===== src/irfs_pkg.sv =====
// Package for the IR remote frame sender: widths, register map, reset values,
// the configuration and result structs and the frame phase type.
// Used by every other file of the block but irfs_rsp_if; depends on nothing.
package irfs_pkg;

   localparam int unsigned TICK_W     = 8;
   localparam int unsigned ADDR_W     = 2;
   localparam int unsigned CMD_W      = 4;
   localparam int unsigned SEG_W      = 3;
   localparam int unsigned CSR_ADDR_W = 5;
   localparam int unsigned CSR_DATA_W = 32;

   typedef logic [2:0] reg_index_type;

   localparam reg_index_type REG_START_ON  = 3'd0;
   localparam reg_index_type REG_START_OFF = 3'd1;
   localparam reg_index_type REG_ONE_ON    = 3'd2;
   localparam reg_index_type REG_ZERO_ON   = 3'd3;
   localparam reg_index_type REG_BIT_OFF   = 3'd4;
   localparam reg_index_type REG_GAP       = 3'd5;
   localparam reg_index_type REG_DEV_ADDR  = 3'd6;

   localparam logic [TICK_W-1:0] RST_START_ON  = 8'd10;
   localparam logic [TICK_W-1:0] RST_START_OFF = 8'd4;
   localparam logic [TICK_W-1:0] RST_ONE_ON    = 8'd11;
   localparam logic [TICK_W-1:0] RST_ZERO_ON   = 8'd4;
   localparam logic [TICK_W-1:0] RST_BIT_OFF   = 8'd4;
   localparam logic [TICK_W-1:0] RST_GAP       = 8'd20;
   localparam logic [ADDR_W-1:0] RST_DEV_ADDR  = 2'd3;

   // Last segment index of the start, address and command phases.
   localparam logic [SEG_W-1:0] LAST_SEG_START = 3'd1;
   localparam logic [SEG_W-1:0] LAST_SEG_ADDR  = 3'd3;
   localparam logic [SEG_W-1:0] LAST_SEG_CMD   = 3'd7;

   typedef struct packed {
      logic [TICK_W-1:0] start_on_ticks;
      logic [TICK_W-1:0] start_off_ticks;
      logic [TICK_W-1:0] one_on_ticks;
      logic [TICK_W-1:0] zero_on_ticks;
      logic [TICK_W-1:0] bit_off_ticks;
      logic [TICK_W-1:0] gap_ticks;
      logic [ADDR_W-1:0] device_address;
   } cfg_type;

   typedef struct packed {
      logic carrier_on;
      logic busy_res;
   } result_type;

   typedef enum logic [3:0] {
      PHASE_START = 4'b0001,
      PHASE_ADDR  = 4'b0010,
      PHASE_CMD   = 4'b0100,
      PHASE_GAP   = 4'b1000
   } phase_type;

endpackage


===== src/irfs_req_if.sv =====
// Input channel of the IR remote frame sender: valid/ready plus one item.
// Depends on irfs_pkg for the field widths.
interface irfs_req_if;
   logic                        valid;
   logic                        ready;
   logic                        cmd;
   logic [irfs_pkg::CMD_W-1:0]  command_code;

   modport source (output valid, cmd, command_code, input ready);
   modport sink   (input valid, cmd, command_code, output ready);
endinterface


===== src/irfs_rsp_if.sv =====
// Result channel of the IR remote frame sender: valid/ready plus one result.
// Self-contained; the payload is two single-bit flags.
interface irfs_rsp_if;
   logic valid;
   logic ready;
   logic carrier_on;
   logic busy_res;

   modport source (output valid, carrier_on, busy_res, input ready);
   modport sink   (input valid, carrier_on, busy_res, output ready);
endinterface


===== src/irfs_csr.sv =====
// APB-style configuration registers of the IR remote frame sender.
// Depends on irfs_pkg for the register map, reset values and cfg_type.
module irfs_csr (
   input  logic                                clock,
   input  logic                                reset,
   input  logic                                psel,
   input  logic                                penable,
   input  logic                                pwrite,
   input  logic [irfs_pkg::CSR_ADDR_W-1:0]     paddr,
   input  logic [irfs_pkg::CSR_DATA_W-1:0]     pwdata,
   output logic [irfs_pkg::CSR_DATA_W-1:0]     prdata,
   output logic                                pready,
   output irfs_pkg::cfg_type                   cfg
);

   irfs_pkg::cfg_type       cfg_ff;
   irfs_pkg::cfg_type       cfg_in;
   irfs_pkg::reg_index_type reg_sel;
   logic                    wr_en;

   assign pready  = 1'b1;
   assign reg_sel = paddr[4:2];
   assign wr_en   = psel & penable & pwrite;
   assign cfg     = cfg_ff;

   always_comb begin
      cfg_in = cfg_ff;
      if (wr_en) begin
         unique case (reg_sel)
            irfs_pkg::REG_START_ON:  cfg_in.start_on_ticks  = pwdata[7:0];
            irfs_pkg::REG_START_OFF: cfg_in.start_off_ticks = pwdata[7:0];
            irfs_pkg::REG_ONE_ON:    cfg_in.one_on_ticks    = pwdata[7:0];
            irfs_pkg::REG_ZERO_ON:   cfg_in.zero_on_ticks   = pwdata[7:0];
            irfs_pkg::REG_BIT_OFF:   cfg_in.bit_off_ticks   = pwdata[7:0];
            irfs_pkg::REG_GAP:       cfg_in.gap_ticks       = pwdata[7:0];
            irfs_pkg::REG_DEV_ADDR:  cfg_in.device_address  = pwdata[1:0];
            default: ;
         endcase
      end
   end

   always_comb begin
      prdata = '0;
      unique case (reg_sel)
         irfs_pkg::REG_START_ON:  prdata[7:0] = cfg_ff.start_on_ticks;
         irfs_pkg::REG_START_OFF: prdata[7:0] = cfg_ff.start_off_ticks;
         irfs_pkg::REG_ONE_ON:    prdata[7:0] = cfg_ff.one_on_ticks;
         irfs_pkg::REG_ZERO_ON:   prdata[7:0] = cfg_ff.zero_on_ticks;
         irfs_pkg::REG_BIT_OFF:   prdata[7:0] = cfg_ff.bit_off_ticks;
         irfs_pkg::REG_GAP:       prdata[7:0] = cfg_ff.gap_ticks;
         irfs_pkg::REG_DEV_ADDR:  prdata[1:0] = cfg_ff.device_address;
         default: ;
      endcase
   end

   always_ff @(posedge clock) begin
      if (reset) begin
         cfg_ff.start_on_ticks  <= irfs_pkg::RST_START_ON;
         cfg_ff.start_off_ticks <= irfs_pkg::RST_START_OFF;
         cfg_ff.one_on_ticks    <= irfs_pkg::RST_ONE_ON;
         cfg_ff.zero_on_ticks   <= irfs_pkg::RST_ZERO_ON;
         cfg_ff.bit_off_ticks   <= irfs_pkg::RST_BIT_OFF;
         cfg_ff.gap_ticks       <= irfs_pkg::RST_GAP;
         cfg_ff.device_address  <= irfs_pkg::RST_DEV_ADDR;
      end else begin
         cfg_ff <= cfg_in;
      end
   end

endmodule


===== src/irfs_engine.sv =====
// Frame sequencer of the IR remote frame sender: the sending state and the
// one-step update for a tick or a send item. Depends on irfs_pkg.
module irfs_engine (
   input  logic                           clock,
   input  logic                           reset,
   input  logic                           step_en,
   input  logic                           cmd,
   input  logic [irfs_pkg::CMD_W-1:0]     command_code,
   input  irfs_pkg::cfg_type              cfg,
   output irfs_pkg::result_type           result_next,
   output irfs_pkg::result_type           result_now
);

   logic                              sending_ff,  sending_in;
   irfs_pkg::phase_type               phase_ff,    phase_in;
   logic [irfs_pkg::SEG_W-1:0]        seg_ff,      seg_in;
   logic [irfs_pkg::TICK_W-1:0]       tick_ff,     tick_in;
   logic [irfs_pkg::CMD_W-1:0]        command_ff,  command_in;
   logic                              carrier_ff,  carrier_in;

   logic [irfs_pkg::TICK_W-1:0]       seg_len;
   logic [irfs_pkg::SEG_W-1:0]        last_seg;
   irfs_pkg::phase_type               phase_after;
   logic                              data_bit;

   // Length of the current segment; odd segments are always carrier off.
   always_comb begin
      data_bit    = 1'b0;
      seg_len     = cfg.bit_off_ticks;
      last_seg    = irfs_pkg::LAST_SEG_CMD;
      phase_after = irfs_pkg::PHASE_GAP;
      unique case (phase_ff)
         irfs_pkg::PHASE_START: begin
            seg_len     = seg_ff[0] ? cfg.start_off_ticks : cfg.start_on_ticks;
            last_seg    = irfs_pkg::LAST_SEG_START;
            phase_after = irfs_pkg::PHASE_ADDR;
         end
         irfs_pkg::PHASE_ADDR: begin
            data_bit    = cfg.device_address[~seg_ff[1]];
            last_seg    = irfs_pkg::LAST_SEG_ADDR;
            phase_after = irfs_pkg::PHASE_CMD;
         end
         irfs_pkg::PHASE_CMD: begin
            data_bit    = command_ff[~seg_ff[2:1]];
         end
         default: ;
      endcase
      if (!seg_ff[0] && (phase_ff != irfs_pkg::PHASE_START)) begin
         seg_len = data_bit ? cfg.one_on_ticks : cfg.zero_on_ticks;
      end
   end

   always_comb begin
      sending_in = sending_ff;
      phase_in   = phase_ff;
      seg_in     = seg_ff;
      tick_in    = tick_ff;
      command_in = command_ff;
      carrier_in = carrier_ff;
      if (cmd) begin
         // A send restarts the frame; the carrier holds until the next tick.
         sending_in = 1'b1;
         phase_in   = irfs_pkg::PHASE_START;
         seg_in     = '0;
         tick_in    = '0;
         command_in = command_code;
      end else if (!sending_ff) begin
         carrier_in = 1'b0;
      end else if (phase_ff == irfs_pkg::PHASE_GAP) begin
         if (tick_ff < cfg.gap_ticks) begin
            carrier_in = 1'b0;
            tick_in    = tick_ff + 1'b1;
         end else begin
            sending_in = 1'b0;
            phase_in   = irfs_pkg::PHASE_START;
            seg_in     = '0;
            tick_in    = '0;
         end
      end else if (tick_ff < seg_len) begin
         carrier_in = ~seg_ff[0];
         tick_in    = tick_ff + 1'b1;
      end else begin
         // The tick that ends a segment only moves on and keeps the carrier.
         if (seg_ff < last_seg) begin
            seg_in = seg_ff + 1'b1;
         end else begin
            seg_in   = '0;
            phase_in = phase_after;
         end
         tick_in = '0;
      end
   end

   assign result_next.carrier_on = carrier_in;
   assign result_next.busy_res   = sending_in;
   assign result_now.carrier_on  = carrier_ff;
   assign result_now.busy_res    = sending_ff;

   always_ff @(posedge clock) begin
      if (reset) begin
         sending_ff <= 1'b0;
         phase_ff   <= irfs_pkg::PHASE_START;
         seg_ff     <= '0;
         tick_ff    <= '0;
         command_ff <= '0;
         carrier_ff <= 1'b0;
      end else if (step_en) begin
         sending_ff <= sending_in;
         phase_ff   <= phase_in;
         seg_ff     <= seg_in;
         tick_ff    <= tick_in;
         command_ff <= command_in;
         carrier_ff <= carrier_in;
      end
   end

endmodule


===== src/ir_remote_frame_sender_top.sv =====
// Top level of the IR remote frame sender: input register, frame sequencer,
// result register and configuration registers. Depends on irfs_pkg,
// irfs_req_if, irfs_rsp_if, irfs_csr and irfs_engine.
//
// The block takes one item per clock while the result side keeps up, either a
// timer tick or a request to send a frame, and returns exactly one result per
// item: the carrier enable and the busy flag after that item. An item is
// captured in an input register, goes through the frame sequencer and lands
// in the result register, which offers its result; the sequencer and result
// register stall while a result is held and the result side is not ready.
// The sustained rate is one item per cycle when the result side is ready,
// set by the compare-and-increment update of the sequencer state. The user
// must write the timing registers and the device address through the APB
// port only while no item is in flight; the block does not enforce this.
module ir_remote_frame_sender_top (
   input  logic                                clock,
   input  logic                                reset,
   irfs_req_if.sink                            req,
   irfs_rsp_if.source                          rsp,
   input  logic                                psel,
   input  logic                                penable,
   input  logic                                pwrite,
   input  logic [irfs_pkg::CSR_ADDR_W-1:0]     paddr,
   input  logic [irfs_pkg::CSR_DATA_W-1:0]     pwdata,
   output logic [irfs_pkg::CSR_DATA_W-1:0]     prdata,
   output logic                                pready
);

   irfs_pkg::cfg_type             cfg;
   irfs_pkg::result_type          result_next;
   irfs_pkg::result_type          result_now;

   logic                          in_valid_ff,  in_valid_in;
   logic                          in_cmd_ff;
   logic [irfs_pkg::CMD_W-1:0]    in_code_ff;
   logic                          out_valid_ff, out_valid_in;
   irfs_pkg::result_type          out_res_ff;

   logic                          step_en;
   logic                          req_take;

   assign step_en   = in_valid_ff & (~out_valid_ff | rsp.ready);
   assign req.ready = ~in_valid_ff | step_en;
   assign req_take  = req.valid & req.ready;

   always_comb begin
      in_valid_in = in_valid_ff;
      if (req_take) begin
         in_valid_in = 1'b1;
      end else if (step_en) begin
         in_valid_in = 1'b0;
      end
      out_valid_in = out_valid_ff;
      if (step_en) begin
         out_valid_in = 1'b1;
      end else if (rsp.ready) begin
         out_valid_in = 1'b0;
      end
   end

   always_ff @(posedge clock) begin
      if (reset) begin
         in_valid_ff  <= 1'b0;
         out_valid_ff <= 1'b0;
      end else begin
         in_valid_ff  <= in_valid_in;
         out_valid_ff <= out_valid_in;
      end
   end

   always_ff @(posedge clock) begin
      if (req_take) begin
         in_cmd_ff  <= req.cmd;
         in_code_ff <= req.command_code;
      end
      if (step_en) begin
         out_res_ff <= result_next;
      end
   end

   assign rsp.valid      = out_valid_ff;
   assign rsp.carrier_on = out_res_ff.carrier_on;
   assign rsp.busy_res   = out_res_ff.busy_res;

   irfs_csr u_csr (
      .clock   (clock),
      .reset   (reset),
      .psel    (psel),
      .penable (penable),
      .pwrite  (pwrite),
      .paddr   (paddr),
      .pwdata  (pwdata),
      .prdata  (prdata),
      .pready  (pready),
      .cfg     (cfg)
   );

   irfs_engine u_engine (
      .clock        (clock),
      .reset        (reset),
      .step_en      (step_en),
      .cmd          (in_cmd_ff),
      .command_code (in_code_ff),
      .cfg          (cfg),
      .result_next  (result_next),
      .result_now   (result_now)
   );

   // A send item always yields a busy result in the next cycle.
   assert property (@(posedge clock) disable iff (reset)
      step_en && in_cmd_ff |=> rsp.valid && rsp.busy_res)
      else $error("send item did not produce a busy result");

   // A tick while idle always turns the carrier off.
   assert property (@(posedge clock) disable iff (reset)
      step_en && !in_cmd_ff && !result_now.busy_res |=> rsp.valid && !rsp.carrier_on)
      else $error("idle tick left the carrier on");

   // The input side stalls only when both registers are full and blocked.
   assert property (@(posedge clock) disable iff (reset)
      !req.ready |-> in_valid_ff && out_valid_ff && !rsp.ready)
      else $error("input stalled without a full pipeline");

   // The frame can only end on a tick, never on a send item.
   assert property (@(posedge clock) disable iff (reset)
      $fell(result_now.busy_res) |-> $past(step_en) && !$past(in_cmd_ff))
      else $error("busy dropped on something other than a tick");

endmodule

===== src/flat_wrapper.sv =====
// flat-port wrapper written by rule: the top's interface ports become plain ports
module ir_remote_frame_sender_top_flat 
  (clock, reset, psel, penable, pwrite, paddr, pwdata, prdata, pready, req_valid, req_cmd, req_command_code, req_ready, rsp_valid, rsp_carrier_on, rsp_busy_res, rsp_ready);
  irfs_req_if req_i ();
  irfs_rsp_if rsp_i ();
  input  logic clock;
  input  logic reset;
  input  logic psel;
  input  logic penable;
  input  logic pwrite;
  input  logic [irfs_pkg::CSR_ADDR_W-1:0] paddr;
  input  logic [irfs_pkg::CSR_DATA_W-1:0] pwdata;
  output logic [irfs_pkg::CSR_DATA_W-1:0] prdata;
  output logic pready;
  input wire logic [$bits(req_i.valid)-1:0] req_valid;
  input wire logic [$bits(req_i.cmd)-1:0] req_cmd;
  input wire logic [$bits(req_i.command_code)-1:0] req_command_code;
  output wire logic [$bits(req_i.ready)-1:0] req_ready;
  output wire logic [$bits(rsp_i.valid)-1:0] rsp_valid;
  output wire logic [$bits(rsp_i.carrier_on)-1:0] rsp_carrier_on;
  output wire logic [$bits(rsp_i.busy_res)-1:0] rsp_busy_res;
  input wire logic [$bits(rsp_i.ready)-1:0] rsp_ready;
  assign req_i.valid = req_valid;
  assign req_i.cmd = req_cmd;
  assign req_i.command_code = req_command_code;
  assign req_ready = req_i.ready;
  assign rsp_valid = rsp_i.valid;
  assign rsp_carrier_on = rsp_i.carrier_on;
  assign rsp_busy_res = rsp_i.busy_res;
  assign rsp_i.ready = rsp_ready;
  ir_remote_frame_sender_top u_core (.clock(clock), .reset(reset), .req(req_i), .rsp(rsp_i), .psel(psel), .penable(penable), .pwrite(pwrite), .paddr(paddr), .pwdata(pwdata), .prdata(prdata), .pready(pready));
endmodule

===== config.mk =====
export PLATFORM = sky130hd
export DESIGN_NAME = ir_remote_frame_sender_top_flat
export DESIGN_NICKNAME = d
export VERILOG_FILES = /design/src/irfs_pkg.sv /design/src/irfs_req_if.sv /design/src/irfs_rsp_if.sv /design/src/irfs_csr.sv /design/src/irfs_engine.sv /design/src/ir_remote_frame_sender_top.sv /design/src/flat_wrapper.sv
export SDC_FILE = /design/constraint.sdc
export NUM_CORES = 1
export LEC_CHECK = 0
export ABC_AREA = 1
export BUFFER_PORTS_ARGS = -buffer_cell sky130_fd_sc_hd__buf_2
export CAP_MARGIN = 20
export CELL_PAD_IN_SITES_DETAIL_PLACEMENT = 2
export CELL_PAD_IN_SITES_GLOBAL_PLACEMENT = 2
export CORE_MARGIN = 2
export CORE_UTILIZATION = 28
export CTS_CLUSTER_DIAMETER = 120
export CTS_CLUSTER_SIZE = 10
export DETAILED_ROUTE_END_ITERATION = 7
export PLACE_DENSITY_LB_ADDON = 0.25
export SLEW_MARGIN = 20
export SYNTH_ARGS = -nofsm -noshare
export SYNTH_HDL_FRONTEND = slang
export SYNTH_SLANG_ARGS = --single-unit

===== constraint.sdc =====
create_clock -name clock -period 3.1 [get_ports clock]
set_clock_uncertainty 0.1 [all_clocks]
set_input_delay 0.31 -clock clock [delete_from_list [all_inputs] [get_ports clock]]
set_output_delay 0.31 -clock clock [all_outputs]
set_load 0.02 [all_outputs]

Word-level counts from Yosys, hierarchy flattened
Cells that the tools add are included.
- add/sub/neg operators: 2
- $lt $le $gt $ge: 5
- equality and inequality tests: 14
- multiplexer cells: 43
- bitwise operators: 11
- reductions and logical operators: 17
- operator list (cell ; number):
    8-bit two-way mux ; 9
    6-bit one-hot mux with 6 select lines ; 1
    4-bit two-way mux ; 6
    3-bit two-way mux ; 6
    2-bit AND reduction ; 9
    8-bit less-than comparator ; 2
    1-bit two-way mux ; 16
    2-bit one-hot mux with 7 select lines ; 1
    3-bit equality test, second input constant ; 3
    3-bit by 2-bit != test with 1-bit output, second input constant ; 3
    8-bit by 1-bit adder with 8-bit output, second input constant ; 1
    4-bit one-hot mux with 2 select lines ; 1
    3-bit by 2-bit equality test with 1-bit output, second input constant ; 2
    3-bit one-hot mux with 2 select lines ; 1
    2-bit nonzero test ; 3
    5-bit AND reduction ; 1
    1-bit AND ; 4
    4-bit by 1-bit equality test with 1-bit output, second input constant ; 1
    4-bit by 2-bit equality test with 1-bit output, second input constant ; 1
    4-bit by 3-bit equality test with 1-bit output, second input constant ; 1
    4-bit equality test, second input constant ; 1
    4-bit by 1-bit != test with 1-bit output, second input constant ; 1
    1-bit inverter ; 4
    4-bit AND reduction ; 1
    12 further kinds ; 13
- flip-flop bits (word level): 80
- input bits: 49
- output and inout port bits: 37
- word-level logic and storage cells: 111

Depth between registers and ports, before layout
Gate-level depths: netlist of run 1.
- word-level depth: 11
- gate-level depth with buffers: 22
- depth with buffers taken out: 22

Modules after synthesis
A second synthesis of run 1 with hierarchy kept.
- cell total of the unflattened synthesis: 734
- area total of the unflattened synthesis: 5002.3 um^2
- by module, submodules not included (module ; times used ; cells each ; area each (um^2) ; seq. area each (um^2)):
    irfs_csr ; 1 ; 428 ; 2803.9 ; 1001.0
    irfs_engine ; 1 ; 287 ; 1896.8 ; 420.4
    ir_remote_frame_sender_top ; 1 ; 19 ; 301.5 ; 250.2

Worst setup path after synthesis of run 1
Ideal clock, no wire load.
- path kind: flip-flop to flip-flop
- start point: register u_core.u_engine.phase_ff[2]
- end point: register u_core.u_engine.tick_ff[2] (netlist bit)
- library setup time: 56 ps
- data arrival time: 2905 ps
- required time: 2944 ps
- slack: 39 ps
- cell stages (with the launch flop): 19
- path buffers: 2
- clock period less this slack: 3061 ps
- cells stage by stage: dfxtp_1 or2_4 nor3_4 clkbuf_1 inv_1 clkbuf_1 o21ai_0 a32o_1 ha_1 nand2_1 nor2_1 a211oi_1 nand2_2 nand2_4 nand3_4 nand2_4 nand2_4 or2_1 inv_1
- cells in the longest elaborated chain, start to end: 9
- elaborated cells on any way between the ends: 15
- those cells by class: 1 x order compare; 5 x eq/ne; 8 x mux; 1 x reduce/logical
- ends and longest elaborated chain (element ; line ; RTL):
    start: declaration ; irfs_engine.sv:15 ; irfs_pkg::phase_type phase_ff, phase_in;
    start signal: assignment ; irfs_engine.sv:102 ; phase_ff <= irfs_pkg::PHASE_START;
    start signal: assignment ; irfs_engine.sv:109 ; phase_ff <= phase_in;
    4-bit by 3-bit equality test with 1-bit output or 4-bit by 2-bit equality test with 1-bit output (tied branches) ; irfs_engine.sv:32 ; unique case (phase_ff)
    1-bit one-hot mux with 2 select lines ; irfs_engine.sv:32 ;
    8-bit two-way mux ; irfs_engine.sv:49 ; seg_len = data_bit ? cfg.one_on_ticks : cfg.zero_on_ticks;
    8-bit two-way mux ; irfs_engine.sv:48 ; if (!seg_ff[0] && (phase_ff != irfs_pkg::PHASE_START)) begin
    8-bit less-than comparator ; irfs_engine.sv:79 ; end else if (tick_ff < seg_len) begin
    8-bit two-way mux ; irfs_engine.sv:79 ;
    8-bit two-way mux (*) ; irfs_engine.sv:69 ; end else if (phase_ff == irfs_pkg::PHASE_GAP) begin
    8-bit two-way mux (*) ; irfs_engine.sv:67 ; end else if (!sending_ff) begin
    8-bit two-way mux (*) ; irfs_engine.sv:60 ; if (cmd) begin
    end signal: assignment ; irfs_engine.sv:111 ; tick_ff <= tick_in;
    end: declaration ; irfs_engine.sv:17 ; logic [irfs_pkg::TICK_W-1:0] tick_ff, tick_in;
Mark *: on every way between the ends. The rest lies on a longest branch, timed or not. The select of a mux whose other input is x is not followed.
A chain may end at the register's enable or synchronous reset.

Final worst setup path of run 1
- start point: register u_core.u_engine.phase_ff[2]
- end point: register u_core.u_engine.phase_ff[3]
- cells in the longest elaborated chain, start to end: 7
- elaborated cells on any way between the ends: 23
- those cells by class: 2 x order compare; 8 x eq/ne; 11 x mux; 2 x reduce/logical
- ends and longest elaborated chain (element ; line):
    4-bit by 3-bit equality test with 1-bit output, or another cell as far along ; irfs_engine.sv:32
    1-bit one-hot mux with 2 select lines or 4-bit one-hot mux with 2 select lines (tied branches) ; irfs_engine.sv:32
    8-bit two-way mux or 4-bit two-way mux (tied branches) ; irfs_engine.sv:49, irfs_engine.sv:84
    8-bit two-way mux or 4-bit two-way mux (tied branches) ; irfs_engine.sv:48, irfs_engine.sv:79
    8-bit less-than comparator or 4-bit two-way mux (tied branches) ; irfs_engine.sv:79, irfs_engine.sv:69
    3-bit by 2-bit != test with 1-bit output (no source line) or 4-bit two-way mux (tied branches) ; n/a
    5-bit AND reduction (no source line) or 4-bit two-way mux (tied branches) ; n/a
Several ways; a longest one is shown, not always the timed one. The select of a mux whose other input is x is not followed.

==> results of run 1 <==
[what timing repair did]
action / in CTS / in global routing
hold buffers: 0 / 0
pin swaps: 8 / 8
resized for setup: 16 / 18
setup endpoints to repair: 17 / 17
setup buffers: 6 / 3
[state kept, by name, summed over array words and instances, names as in the netlist, 3 cells and up]
| name | cells |
|---|---|
| u_core.u_engine.seg_ff | 3 |
| u_core.u_engine.tick_ff | 8 |
| u_core.u_engine.command_ff | 4 |
| u_core.u_csr.cfg | 50 |
| u_core.in_code_ff | 4 |
| u_core.u_engine.phase_ff | 4 |
[power breakdown]
part,total (mW),internal [mW],leakage (nW),switching (mW)
registers,1.08,1.07,0.661,0.0156
logic,0.293,0.0908,1.53,0.202
clock network,1.19,0.745,0.159,0.444
[worst min-delay path by stage]
stage,end,slack (ns),cells past startpoint
6_report,u_core.in_code_ff[2],0.04,1
5_1_grt,u_core.in_code_ff[2],0.03,1
4_1_cts,u_core.in_code_ff[2],0.03,1
3_5_place_dp,u_core.u_engine.command_ff[1],0.37,2
3_3_place_gp,u_core.u_engine.phase_ff[3],0.35,2
2_1_floorplan,u_core.in_cmd_ff,0.31,0
[routing by layer]
layer / track usage / vias to the layer above / wire, µm
li1: - / 2106 / -
met1: 0.261 / 2172 / 7450
met2: 0.355 / 60 / 8210
met3: 0.0351 / 19 / 609
met4: 0.0537 / 0 / 300
met5: 0 / - / 0
[worst max-delay path, stage by stage, from the launching register on]
cell and delay (ns):
dfxtp_2 0.32, or2_4 0.26, buf_4 0.14, nor2_4 0.13
nand2_2 0.08, nand2_4 0.11, a21oi_1 0.10, a32o_2 0.26
ha_4 0.28, nand2_2 0.08, buf_4 0.14, nor2_2 0.14
nand2_2 0.10, nand2_4 0.08, nand2_4 0.06, nand3_4 0.08
nand3_2 0.11, nand2_2 0.11, inv_1 0.07, nand2_1 0.08
nand2_1 0.05
[through the flow]
step           area, µm²  hold slack (ns)  TNS (ns)  instances  total power, mW
2_1_floorplan       4480            0.309         0        634             1.29
3_3_place_gp        4860            0.351    -0.474        866             1.36
3_5_place_dp        4860            0.372     -1.18        866             1.38
4_1_cts             5270           0.0303         0        886             2.58
5_1_grt             5350           0.0294    -0.458        889             2.66
6_report            5350           0.0390         0        889             2.56
[layout make-up]
type / count / area, µm² / share of cell area
Multi-Input combinational cell: 444 / 2390 / 0.446
Sequential cell: 80 / 1680 / 0.313
Timing Repair Buffer: 67 / 429 / 0.0802
Inverter: 72 / 273 / 0.0509
Tap cell: 211 / 264 / 0.0493
Clock buffer: 12 / 256 / 0.0479
Clock inverter: 3 / 65.1 / 0.0122
[kinds of logic after synthesis]
group                      synth area share
DFF                                   0.380
other                               0.00171
AOI/OAI and AO/OA                     0.172
buffers and inverters                 0.119
xor gates and xnor gates            0.00598
adders and majority gates            0.0512
and+or+nand+nor                       0.271
[cell usage in the layout (no fill, tap or decap), drive strengths merged]
master     n
nand2    119
nor2      87
dfxtp     73
inv       72
buf       67
o21ai     64
a21oi     40
nand3     39
conb      25
ha        18
nor3      12
clkbuf    12
a221oi     8
nand4      7
edfxtp     7
a32o       6
o2111ai    5
o22ai      3
o211ai     2
xnor2      2
bufinv     2
or2        2
a211oi     2
a21boi     1
xor2       1
nor4       1
clkinv     1
==> results.md, run 1 <==
- Clk buf depth: 2
- CTS tree: yes
- Max cap viols: 0
- Die ar.: 16700 µm²
- Req. time, crit path: about 3.2 ns
- Dpl ws: -0.154 ns
- Final setup violation count: 0
- Total congestion overflow: 0
- Max transition margin: 0.601
- Reg2reg path depth: 20
- Synth unique cells: 37
- Hold Crit Class: input pin to flop
- Syn. warnings: 0
- Crit Path Category: flop to flop
- Synthesized area per cell: 7.20 µm²
- Period utilization: 0.962
- Slew @ Worst Pin: just under 0.6 ns
- Clock Latency Late Sink: approximately 0.35 ns
- Pins Over Slew Limit: 0
- Vias per cell: about 4.9
- Setup crit start kind: flop
- Most used DFF post-synth: dfxtp_1
- Yosys top cell by area: dfxtp_1
- Final Critical Period: 2.98 ns
- CTS H-tree lvls: 3
- Largest cells by area after synthesis: dfxtp_1 33%, nand2_1 9.5%, nor2_1 7.3%
- CTS Buf Count: 9
- Initial DRC count: 198
- Vias in the first global route: approximately 4600
- Antenna diodes: 0
- Maximum clock rate: about 340 MHz
- Final Core Density: 0.351
- Synth async-reset ratio: 0
- Worst hold start: req_command_code[2]
- # rows: between 40 and 50
- Final wirelength: 16600 µm
- Synth Register Bits: 80
- DR DRC count: 0
- Post-synth EDFFs: 7
- Initial antenna violation count: 0
- FF-to-FF setup slack: 0.12 ns
- Fillers: approximately 1800
- NumNets Final: 741
- Port-buffer cells: 34
- TritonCTS Sinks: 80
- Crit. End Element: flop
- Post-synthesis sequential area ratio: 0.380
- Chip Height: 129 µm
- Routed WL per cell: approximately 19 µm
- Detailed placement HPWL: between 10000 and 15000 µm
- Yosys top cell area share: 0.332
- Syn Inst Count: between 600 and 700
- Total GRT Usage: 0.204
- Mapped cell area: between 4000 and 5000 µm²
- Routed Antenna Nets: 0
- Chip width: 129 µm
- Core Area: between 15000 and 20000 µm²
- R2r startpoint: u_core.u_engine.phase_ff[2]
- R2R Path End: u_core.u_engine.phase_ff[3]
- Crit path max fanout: 5
- Share of cells above drive strength 1: 0.192
- Leak pwr: 2.35 nW
- RSZ-0062 raised after global routing: true
- Clk slew on worst S/H paths: 0.06 ns
- Peak supply drop: 241 µV
- Routability-driven placement congestion ratio: 0.812
- Post-synth top cells: 111 x nand2_1, 86 x nor2_1, 73 x dfxtp_1
- Crit path DAT: 3.12 ns
- Final hold violation count: 0
- Crit path capture: u_core.u_engine.phase_ff[3]
- Area added between synthesis and finish: 21.7%
- Most frequent cell after synthesis: nand2_1
- Starting Density: 0.288
- Worst Setup SP: u_core.u_engine.phase_ff[2]
- Status: complete, no violations
- DRT Pass-1 Iters: 4
- Largest net degree at the start of global routing: 52
- Root buf cell: clkbuf_16
- Worst Setup Slack, final: 0.118 ns
- First-pass GRT wire length: 25600 µm
- DR vias: 4357
- I/O pin cnt: 86
- Pwr Density: 479 nW/µm²
No activity file was read; power rests on OpenSTA's default activity.
==> run 2, diff against run 1 <==
- PLACE_DENSITY_LB_ADDON: 0.25 -> 0.1
- SLEW_MARGIN: 20 -> default
- TNS_END_PERCENT: default -> 100
==> run 2 against run 1 <==
Fmax is 1.1% higher. Die area unchanged. Design area fell by 0.47%. Global-route usage is 0.068 points lower. Register-to-register slack improved by 0.03 ns. Routed wire length down 2.0%. Combinational power barely moved. Cell count shrank 0.11%. Sequential share of layout area grew 0.17 points. Sequential power hardly changed. Largest cell class unchanged. Largest power group unchanged.
==> results.md, run 2 (synthesis gave the netlist of run 1 again) <==
- Status: complete, no violations
- DR vias: between 4000 and 5000
- Core Area: 15300 µm²
- DR DRC count: 0
- Family with the most delay on the worst path: simple AND/OR/NAND/NOR gates
- Crit Path Category: flop to flop
- Total GRT Usage: 0.203
- Slew @ Worst Pin: 0.620 ns
- Root buf cell: clkbuf_16
- Routed Antenna Nets: 0
- Port-buffer cells: 34
- Max cap viols: 0
- CP most frequent cell: nand2_4
- Leak pwr: 2.32 nW
- Most frequent cells in the layout: 107 x nand2_1, 82 x nor2_1, 70 x dfxtp_1
- Clock Latency Late Sink: 0.34 ns
- Vias per cell: around 4.9
- Dpl ws: -0.0802 ns
- Storage cell area: 1680 µm²
- Worst Setup SP: u_core.u_engine.phase_ff[3]
- Final hold violation count: 0
- Largest net degree at the start of global routing: 37
- Hold Crit Class: input pin to flop
- Final Critical Period: a little under 3 ns
- Crit path capture: u_core.u_engine.tick_ff[2]
- TritonCTS Sinks: 80
- FF-to-FF setup slack: roughly 0.15 ns
- Starting Density: 0.288
- Routability-driven placement congestion ratio: 0.839
- Footprint of the multi-input gates: 2400 µm²
- Chip Height: 129 µm
- NumNets Final: 739
- Crit path max fanout: 5
- Initial DRC count: 195
- Die ar.: 16700 µm²
- Clk buf depth: 2
- Hold Path Stages: 1
- CTS tree: yes
- Slowest-stage cell, CP: dfxtp_2
- Req. time, crit path: 3.29 ns
- First-pass GRT wire length: 25600 µm
- Peak supply drop: 264 µV
- Fin Hold WS: just under 0.04 ns
- Share of cells above drive strength 1: 0.194
- Period utilization: 0.952
- # rows: between 40 and 50
- Total congestion overflow: 0
- Routed WL per cell: 18.3 µm
- Dpl cell area: 4820 µm²
- Maximum clock rate: 339 MHz
- Area added between synthesis and finish: 21.2%
- Vias in the first global route: 4628
- Commonest non-fill, non-tap cell in the layout: nand2_1
- Fillers: 1797
- Final Instance Area: roughly 5300 µm²
- Sum Neg Setup Slack: 0 ns
- Max stage delay on crit path: roughly 0.33 ns
- DRT Pass-1 Iters: 4
- Buf+Inv Stages, Crit Path: 4
- Pwr Density: 462 nW/µm²
- Pins Over Slew Limit: 0
- Reg2reg path depth: 18
- CTS Buf Count: 9
- R2R Path End: u_core.u_engine.tick_ff[2]
- Largest register FFs: 50
- Setup crit start kind: flop
- CP cell instances: or2_4 -> nor3_4 -> buf_6 -> buf_6 -> nand3_1 -> a32o_1 -> ha_1 -> nand2_1 -> nor2_1 -> a211oi_2 -> buf_4 -> nand2_4 -> nand2_4 -> nand3_4 -> nand2_4 -> nand2_4 -> or2_1 -> inv_1
- Clk slew on worst S/H paths: approximately 0.060 ns
- Initial antenna violation count: 0
- Worst Setup Slack, final: 0.150 ns
- Crit. End Element: flop
- I/O pin cnt: 86
- Final wirelength: about 16000 µm
- Max transition margin: 0.584
- Chip width: ~130 µm
- Crit path DAT: 3.14 ns
- Antenna diodes: 0
- CTS H-tree lvls: 3
- Final setup violation count: 0
- R2r startpoint: u_core.u_engine.phase_ff[3]
- WP depth: 18
- Detailed placement HPWL: ~12000 µm
-- run 2: changes by cell type in the layout (fill, tap and decap cells not counted), sizes merged --
| cell | change |
|---|---|
| buf | -2 |
| clkbuf | -2 |
| bufinv | -1 |
| clkinv | +3 |
| clkinvlp | +1 |
-- run 2: cell type report --
cell class                      count  share of cell area
Clock inverter                      6              0.0113
Timing Repair Buffer               65              0.0798
Clock buffer                       10              0.0430
Multi-Input combinational cell    444               0.450
Sequential cell                    80               0.315
Inverter                           72              0.0512
Tap cell                          211              0.0495
-- run 2: per-stage QoR --
step           instances   util  power [mW]
3_3_place_gp         861  0.316        1.36
6_report             888  0.349        2.46
2_1_floorplan        634      -        1.29
4_1_cts              883  0.342        2.49
5_1_grt              888  0.349        2.58
3_5_place_dp         861  0.316        1.37
-- run 2: metal layers --
metal	vias to the layer above	wire length [µm]	global-route usage
met1	2191	7410	0.266
met4	0	225	0.0531
li1	2101	-	-
met5	-	0	0
met3	14	719	0.0425
met2	85	7880	0.341
-- run 2: worst reg2reg max path, cell delays in order (launching register included) --
cell and delay [ns]:
dfxtp_2 0.33, or2_4 0.27, nor3_4 0.13, buf_6 0.15, buf_6 0.12, nand3_1 0.07, a32o_1 0.30, ha_1 0.28
nand2_1 0.08, nor2_1 0.06, a211oi_2 0.16, buf_4 0.16, nand2_4 0.05, nand2_4 0.06, nand3_4 0.10, nand2_4 0.13
nand2_4 0.07, or2_1 0.22, inv_1 0.05
-- run 2: timing repair --
action	in CTS	in global routing
setup endpoints to repair	8	17
pin swaps	4	17
hold buffers	0	0
buffers inserted	6	6
gates resized for setup	14	31
-- run 2: worst min path at each step --
stage	end	slack (ns)	from
finish	u_core.in_code_ff[3]	0.04	req_command_code[3]
global route	u_core.in_code_ff[1]	0.02	req_command_code[1]
CTS	u_core.in_code_ff[3]	0.02	req_command_code[3]
detailed placement	u_core.u_engine.phase_ff[3]	0.36	u_core.u_engine.phase_ff[3]
global placement	u_core.u_engine.phase_ff[3]	0.36	u_core.u_engine.phase_ff[3]
floorplan	u_core.in_cmd_ff	0.31	req_cmd
-- run 2: report_power, final --
part	switching, mW	internal [mW]	total (mW)	leakage (nW)
sequential	0.0172	1.07	1.08	0.661
clock	0.466	0.621	1.09	0.140
combinational	0.198	0.0917	0.290	1.52
total	0.681	1.78	2.46	2.32
==> run 3, diff against run 2 <==
- ABC_AREA: 1 -> 0
- CORE_UTILIZATION: 28 -> 31
==> run 3 against run 2 <==
The flow now finishes with violations (negative setup slack). Worst hold slack barely moved. Cell count shrank 16%. Fmax down 26%. Non-clock buffer count up 12. Combinational power decreased by 14%. Register-to-register slack got worse by 1.1 ns. Critical path type unchanged. Critical endpoint is now u_core.u_engine.phase_ff[0].
==> results.md, run 3 <==
- Largest cells by area after synthesis: dfxtp_1 32%, mux2i_1 10%, ha_1 4.9%
- Final wirelength: 14900 µm
- Commonest non-fill, non-tap cell in the layout: dfxtp_1
- Slew @ Worst Pin: 0.871 ns
- Final setup violation count: 17
- Clock Latency Late Sink: 0.35 ns
- Hold Crit Class: input pin to flop
- Mapped cell area: ~4600 µm²
- Syn. warnings: 0
- Period utilization: 1.29
- Die ar.: 15900 µm²
- Crit. End Element: flop
- Synth async-reset ratio: 0
- CP cell instances: mux4_2 -> a22o_4 -> mux2_4 -> mux4_2 -> inv_2 -> ha_4 -> a21o_1 -> a21o_1 -> a211o_1 -> nor3_2 -> o31ai_2 -> buf_4 -> and2_4 -> a221o_1
- Synth unique cells: 60
- Final hold violation count: 0
- Max stage delay on crit path: 0.56 ns
- Buf+Inv Stages, Crit Path: 2
- Pwr Density: 415 nW/µm²
- Req. time, crit path: 3.23 ns
- Routed Antenna Nets: 0
- RSZ-0062 raised after global routing: true
- Vias in the first global route: around 4200
- Largest register FFs: 50
- Most frequent cell after synthesis: dfxtp_1
- R2r startpoint: u_core.u_engine.seg_ff[2]
- Post-synth EDFFs: 7
- Post-synthesis sequential area ratio: 0.363
- Final Critical Period: approximately 4.0 ns
- Yosys top cell area share: 0.317
- Failing checks: negative setup slack
- Starting Density: 0.317
- Synthesized area per cell: roughly 9.4 µm²
- Yosys top cell by area: dfxtp_1
- Hold Path Stages: 1
- CTS Buf Count: 9
- Status: finished with violations
- Worst Setup Slack, final: -0.905 ns
- Post-synth top cells: 73 x dfxtp_1, 59 x nor2_1, 46 x mux2i_1
- DR vias: 3921
- Area added between synthesis and finish: 22.4%
- # rows: 44
- Routability-driven placement congestion ratio: around 0.73
- Slowest-stage cell, CP: mux4_2
- CTS H-tree lvls: 3
- Post-placement cell count: 726
- NumNets Final: 625
- Worst hold start: req_command_code[3]
- CTS Hold Buffers Added: 0
- R2R Path End: u_core.u_engine.phase_ff[0]
- Peak supply drop: 236 µV
- Synth Register Bits: 80
- Root buf cell: clkbuf_16
- Final Core Density: 0.388
- Detailed placement HPWL: 10900 µm
- Core Area: 14500 µm²
- Final Power: 2.34 mW
- TritonCTS Sinks: 80
- CTS tree: yes
- Max cap viols: 0
- Leak pwr: 2.28 nW
- I/O pin cnt: 86
- Post-route insts no fill: 746
- Total congestion overflow: 0
- Maximum clock rate: roughly 250 MHz
- Largest net degree at the start of global routing: 36
- Antenna diodes: 0
- Reg2reg path depth: 14
- Chip Height: 126 µm
- Hold path endpoint: u_core.in_code_ff[3]
- Most used DFF post-synth: dfxtp_1
- Routed WL per cell: 19.9 µm
- Pins Over Slew Limit: 0
- Crit path DAT: 4.14 ns
- DR DRC count: 0
- Setup crit start kind: flop
- Crit path max fanout: 5
- Chip width: 126 µm
- DRT Pass-1 Iters: 4
- Crit Path Category: flop to flop
- FF-to-FF setup slack: -0.90 ns
- Initial DRC count: 201
- Vias per cell: 5.26
- Total GRT Usage: 0.194
- Max transition margin: 0.417
- Syn Inst Count: 492
- Clk slew on worst S/H paths: ~0.06 ns
- Family with the most delay on the worst path: multiplexers
- First-pass GRT wire length: around 24000 µm
- Clk buf depth: 2
- Most frequent cells in the layout: 72 x dfxtp_1, 59 x nor2_1, 46 x mux2i_1
- Initial antenna violation count: 0
- Share of cells above drive strength 1: 0.294
- Port-buffer cells: 34
==> run 3: how the worst max path moves through the flow <==
| stage | startpoint | slack, ns | cells after the start | to |
|---|---|---|---|---|
| 6_report | u_core.u_engine.seg_ff[2] | -0.90 | 14 | u_core.u_engine.phase_ff[0] |
| 4_1_cts | u_core.u_engine.seg_ff[2] | -0.86 | 14 | u_core.u_engine.phase_ff[0] |
| 2_1_floorplan | u_core.u_engine.seg_ff[2] | -0.62 | 14 | u_core.u_engine.tick_ff[0] |
| 3_5_place_dp | u_core.u_engine.seg_ff[2] | -0.98 | 14 | u_core.u_engine.phase_ff[0] |
| 3_3_place_gp | u_core.u_engine.seg_ff[2] | -0.90 | 14 | u_core.u_engine.phase_ff[0] |
| 5_1_grt | u_core.u_engine.seg_ff[2] | -1.05 | 14 | u_core.u_engine.phase_ff[0] |
==> run 3: power breakdown <==
group | leakage, nW | total [mW] | switching (mW) | internal [mW]
Combinational | 1.48 | 0.249 | 0.164 | 0.0857
Sequential | 0.658 | 1.07 | 0.0146 | 1.06
Clock | 0.134 | 1.02 | 0.439 | 0.580
==> run 3: logic make-up after synthesis <==
group | Yosys count | synth area share
xor gates and xnor gates | 2 | 0.00380
DFF | 80 | 0.363
AOI/OAI and AO/OA | 89 | 0.143
and+or+nand+nor | 163 | 0.181
muxes | 71 | 0.183
adders and majority gates | 18 | 0.0489
buffers and inverters | 67 | 0.0766
other | 2 | 0.00163
==> run 3: area by class of cell <==
class,instances,area [µm²]
Clock buffer,12,256
Fill cell,1586,8890
Sequential cell,80,1670
Tap cell,184,230
Timing Repair Buffer,77,508
Clock inverter,3,17.5
Multi-Input combinational cell,368,2870
Inverter,22,82.6
==> run 3: worst reg2reg max path, cell delays in order (launching register included) <==
cell     delay [ns]
dfxtp_2        0.34
mux4_2         0.56
a22o_4         0.28
mux2_4         0.31
mux4_2         0.47
inv_2          0.08
ha_4           0.19
a21o_1         0.15
a21o_1         0.19
a211o_1        0.29
nor3_2         0.18
o31ai_2        0.08
buf_4          0.17
and2_4         0.15
a221o_1        0.34
==> run 3: metrics by stage <==
step           setup slack [ns]  TNS (ns)  hold slack (ns)  instance area (µm²)
2_1_floorplan            -0.616     -8.20            0.309                 4710
5_1_grt                   -1.05    -16.34           0.0343                 5640
3_5_place_dp             -0.979    -13.88            0.357                 5130
4_1_cts                  -0.862    -13.01           0.0284                 5550
6_report                 -0.905    -13.28           0.0393                 5640
3_3_place_gp             -0.902    -12.91            0.350                 5130
==> run 3: repair_timing <==
item	CTS	global route
buffers inserted	4	1
pin swaps	11	16
gates cloned	1	0
gates resized for setup	27	16
setup endpoints to repair	17	17
endpoints found under the hold margin	0	0
==> run 3: routing by layer <==
layer,track usage,vias to the layer above,part of all wire
li1,-,1850,-
met1,0.248,2009,0.46
met2,0.338,46,0.51
met3,0.0242,16,0.020
met4,0.0679,0,0.018
met5,0,-,0
